## src/design/drbs_ram.sv

```systemverilog
module drbs_ram #(
	parameter int WIDTH = 30,
	parameter int DEPTH = 128
) (
	input  logic                     clk,
	input  logic                     we,
	input  logic [$clog2(DEPTH)-1:0] waddr,
	input  logic [WIDTH-1:0]         wdata,
	input  logic [$clog2(DEPTH)-1:0] raddr,
	output logic [WIDTH-1:0]         rdata
);

	logic [WIDTH-1:0] mem [DEPTH];

	always_ff @(posedge clk) begin
		if (we) begin
			mem[waddr] <= wdata;
		end
		rdata <= mem[raddr];
	end

endmodule
```

## config.mk

```make
export PLATFORM = sky130hd
export DESIGN_NAME = drbs_ram
export DESIGN_NICKNAME = d
export VERILOG_FILES = /design/src/design/drbs_ram.sv
export SDC_FILE = /design/constraint.sdc
export NUM_CORES = 2
export LEC_CHECK = 0
export BUFFER_PORTS_ARGS = -buffer_cell sky130_fd_sc_hd__buf_4
export CORE_MARGIN = 2
export CORE_UTILIZATION = 49
export DETAILED_ROUTE_END_ITERATION = 8
export HOLD_SLACK_MARGIN = 0.05
export PLACE_DENSITY_LB_ADDON = 0.05
export SLEW_MARGIN = 25
export SYNTH_ARGS = -nofsm -noshare
export SYNTH_HDL_FRONTEND = slang
export SYNTH_SLANG_ARGS = --single-unit
export TNS_END_PERCENT = 30
```

## constraint.sdc

```tcl
create_clock -name clk -period 4.4 [get_ports clk]
set_input_delay 0.88 -clock clk [delete_from_list [all_inputs] [get_ports clk]]
set_output_delay 0.88 -clock clk [all_outputs]
set_load 0.03 [all_outputs]
```

* After elaboration in Yosys (flattened, before gate mapping)
Memory sizes are Yosys's and may differ from the RTL's. A register that Yosys moved wholly into a read port is not among the register bits. Index checks and enable logic that the tools add are counted.
Word-level totals: register bits 0, output and inout bits 30, logic and storage cells 3, input bits 46, memories 1, bits in writable memories 3840, latch bits 0, ROM bits 0
Cells by class: divide/modulo/power cells 0, bitwise operators 0, muxes and demuxes 2, add/sub/neg operators 0, equal/unequal tests 0, multiply operators 0, shifts and indexed selects 0, magnitude comparators 0, reduce and logical (&&, ||, !) cells 0
Memories:
- mem | words 128, bits a word 30, read ports 1, clocked after memory_dff 1, write ports 1, RTL line 13 | logic [WIDTH-1:0] mem [DEPTH];
Operators by type and width (number):
- $mux 1 | 2

* Depth between registers and ports, before layout
depth in word-level cells 2, depth in mapped cells 8, mapped depth without buffers 4

* Worst setup path before layout
OpenSTA, ideal clock, no wires.
kind input-to-reg, from in we, to mem mem[98][0], enable pin, path slack 422 ps, buffers on the path 1, arrival time 3524 ps, library setup time 455 ps, stages on the path 3, data required time 3945 ps, path through clkbuf_1 nand4_1 nor3_1
Between the ends: word-level cells in the longest chain between the ends 2
RTL lines:
- start: declaration | RTL line 6 | input logic we,
- $mux 1 | RTL line 16 | if (we) begin
- $mux 1 (implied by the code) | RTL line 17 | mem[waddr] <= wdata;
- end: declaration | RTL line 13
Every way passes these cells.

==> flow_summary_export.csv <==
group,metric,value,unit
clock_network,post-cts-setup-buffers,0,
timing,finalSetupViolations,0,
clock_network,cts_tree,"built",
critical_path,cp_data_required_time,5.20,ns
final_layout,num-nets-final,6217,
outcome,status,"finished, final reports clean",
final_layout,drive_gt1_frac,0.372,
worst_hold_path,hold_depth,1,
logic_synthesis,syn_inst,5628,
global_routing,grt_start_max_net_pins,99,
die,core_area,0.297,mm^2
critical_path,cp_num_cells,8,
timing,setup-tns-final,0,ns
logic_synthesis,ys_seq_elements,3870,
detailed_routing,drcViolationCount,0,
detailed_routing,drtIter0Drc,7890,
power_and_ir_drop,vdd_drop_max,0.280,mV
logic_synthesis,synth_nets,5674,
die,die_x,551,um
worst_hold_path,hold_path_class,"in2reg",
final_layout,fillers,21500,
global_routing,grt_first_pass_wirelength,533000,um
logic_synthesis,synth.yosys.seq_area_share,0.791,
place,io_buffers,75,
critical_path,crit_fanout,36,
die,dieArea,0.303,mm^2
logic_synthesis,netlist.area_leader.share,0.787,
clock_network,cts_sinks,3870,
critical_path,r2r_cells,4,
final_layout,layout_commonest_cell,"edfxtp_1",
critical_path,cp_num_buf_inv,4,
critical_path,critical_path.most_common_cell,"mux4_2",
global_routing,grt_remaining_overflow,0,
critical_path,cpLargestDelayFamily,"multiplexers",
logic_synthesis,synthTopCellsByArea,"edfxtp_1, mux4_2, clkbuf_1, dfxtp_1, nor2_1",
clock_network,worstSkewPairLatency,0.94,ns
detailed_routing,dr.pass1.iters,5,
timing,finalCritPeriodShare,0.747,
final_layout,area_growth,14.9,%
timing,min_period,3.29,ns
place,dpl.hpwl,213000,um
detailed_routing,vias,66000,
global_routing,grt_antenna_before_repair,46,
timing,finalHoldViolations,0,
critical_path,critPathCaptureType,"flop",
logic_synthesis,synth_area_per_cell,26.0,um^2
critical_path,slowest_stage,"mux4_2",
timing,maxClockFrequency,304,MHz
critical_path,crit_arrival,4.09,ns
final_layout,final_core_util,0.566,
clock_network,cts.path.max_buffers,4,
critical_path,start_kind,"input port",
global_routing,track_usage,0.256,
critical_path,crit_chain,"buf_8, buf_12, buf_12, buf_4, mux4_2, mux4_2, mux4_2, mux2_2",
logic_synthesis,synth_area_leader_cell,"edfxtp_1",
die,io_pins,76,
logic_synthesis,syn_area,0.147,mm^2
critical_path,path_class,"in2reg",
timing,drv_slew,0,
clock_network,cts_root_buf,"clkbuf_16",
final_layout,final_cell_mix,"edfxtp_1, mux4_2, clkbuf_16, buf_4, nor2_4",
clock_network,clk_pin_slew_worst_paths,0.06,ns
clock_network,cts_max_level,5,
detailed_routing,vias_per_cell,6.31,
detailed_routing,wirelength,384000,um
detailed_routing,postRouteAntennaNets,0,
global_routing,first_global_vias,67100,
detailed_routing,routedWlPerCell,36.8,um
power_and_ir_drop,p_leak,51.8,nW
die,initial_core_util,0.493,
clock_network,cts_buffers,394,
timing,fin_skew,0.0368,ns
critical_path,cpPeakStageDelay,0.64,ns
clock_network,hold_buffers,0,
clock_network,cts_resized,0,
power_and_ir_drop,p_per_area,460,mW/mm^2
timing,rsz0062_at_grt,"no",
timing,worstMarginPinSlew,1.07,ns
timing,slew_headroom,0.285,
place,place.gp.congestion,0.793,
die,die_h,551,um
logic_synthesis,yosysUniqueCellTypes,16,
logic_synthesis,yosys_warnings,0,
flow_run,drv_cap,0,
die,rows,200,
## per-stage QoR
stage | setup slack [ns] | power, W | std cells | hold slack [ns] | area [um^2]
CTS | 1.18 | 0.0781 | 10400 | 0.400 | 168000
floorplan | 0.422 | 0.0436 | 5628 | 0.979 | 147000
finish | 1.11 | 0.0775 | 10400 | 0.359 | 168000
global route | 1.07 | 0.0797 | 10400 | 0.330 | 168000
detailed placement | 0.180 | 0.0458 | 9709 | 1.12 | 156000
global placement | 0.184 | 0.0457 | 9709 | 1.10 | 156000
## power breakdown
group          total [W]  switching (W)  leakage, nW  internal (W)
clock             0.0325         0.0136         6.12        0.0189
sequential        0.0408       0.000128         34.8        0.0407
combinational    0.00415        0.00252         11.0       0.00164
total             0.0775         0.0163         51.8        0.0612
## sequential cells by signal, indices dropped and copies added (netlist names)
register and cells:
mem 3840, rdata 30
## logic make-up (layout without fill, tap and decap cells)
kind of cell,count (synthesis),in the layout,synth area share
DFF,3870,3870,0.791
muxes,1290,1290,0.196
buffers and inverters,298,1154,0.00832
and+or+nand+nor,170,170,0.00476
other,0,22,0
## area by class of cell
class	instances	area, um^2	share of cell area
flip-flops and latches	3870	116000	0.688
repair buffers	445	4680	0.0278
well taps	3939	4930	0.0293
diodes	22	55.1	0.000327
clock buffers	511	10700	0.0635
multi-input cells	1460	30400	0.180
clock inverters	198	1750	0.0104
## worst register-to-register path: cells and delay by family (launching register included)
kind   cells  cell delay [ns]
flops      1             0.36
mux        4             2.14
## Yosys cell counts (all sizes together)
master / instances
nand4: 3
clkbuf: 197
edfxtp: 3840
nand2: 14
nor2: 122
nor2b: 7
or3: 1
mux4: 1260
nor3: 9
nand2b: 2
buf: 101
dfxtp: 30
nand3: 12
mux2: 30
## path summary, 6_finish.rpt
kind / start / endpoint / slack, ns
worst max-delay path: raddr[2] / rdata[27]$_DFF_P_ / 1.11
worst min register to register: mem[90][15]$_DFFE_PP_ / rdata[15]$_DFF_P_ / 1.13
worst min-delay path: wdata[8] / mem[92][8]$_DFFE_PP_ / 0.36
worst max register to register: mem[16][3]$_DFFE_PP_ / rdata[3]$_DFF_P_ / 1.79
## metal layers
| metal | global-route usage | vias up | routed length [um] |
|---|---|---|---|
| li1 | - | 25900 | - |
| met1 | 0.380 | 37100 | 163000 |
| met2 | 0.396 | 2432 | 183000 |
| met3 | 0.0476 | 437 | 28700 |
| met4 | 0.0657 | 6 | 9050 |
| met5 | 0 | - | 48 |
(Power assumes the default switching activity.)
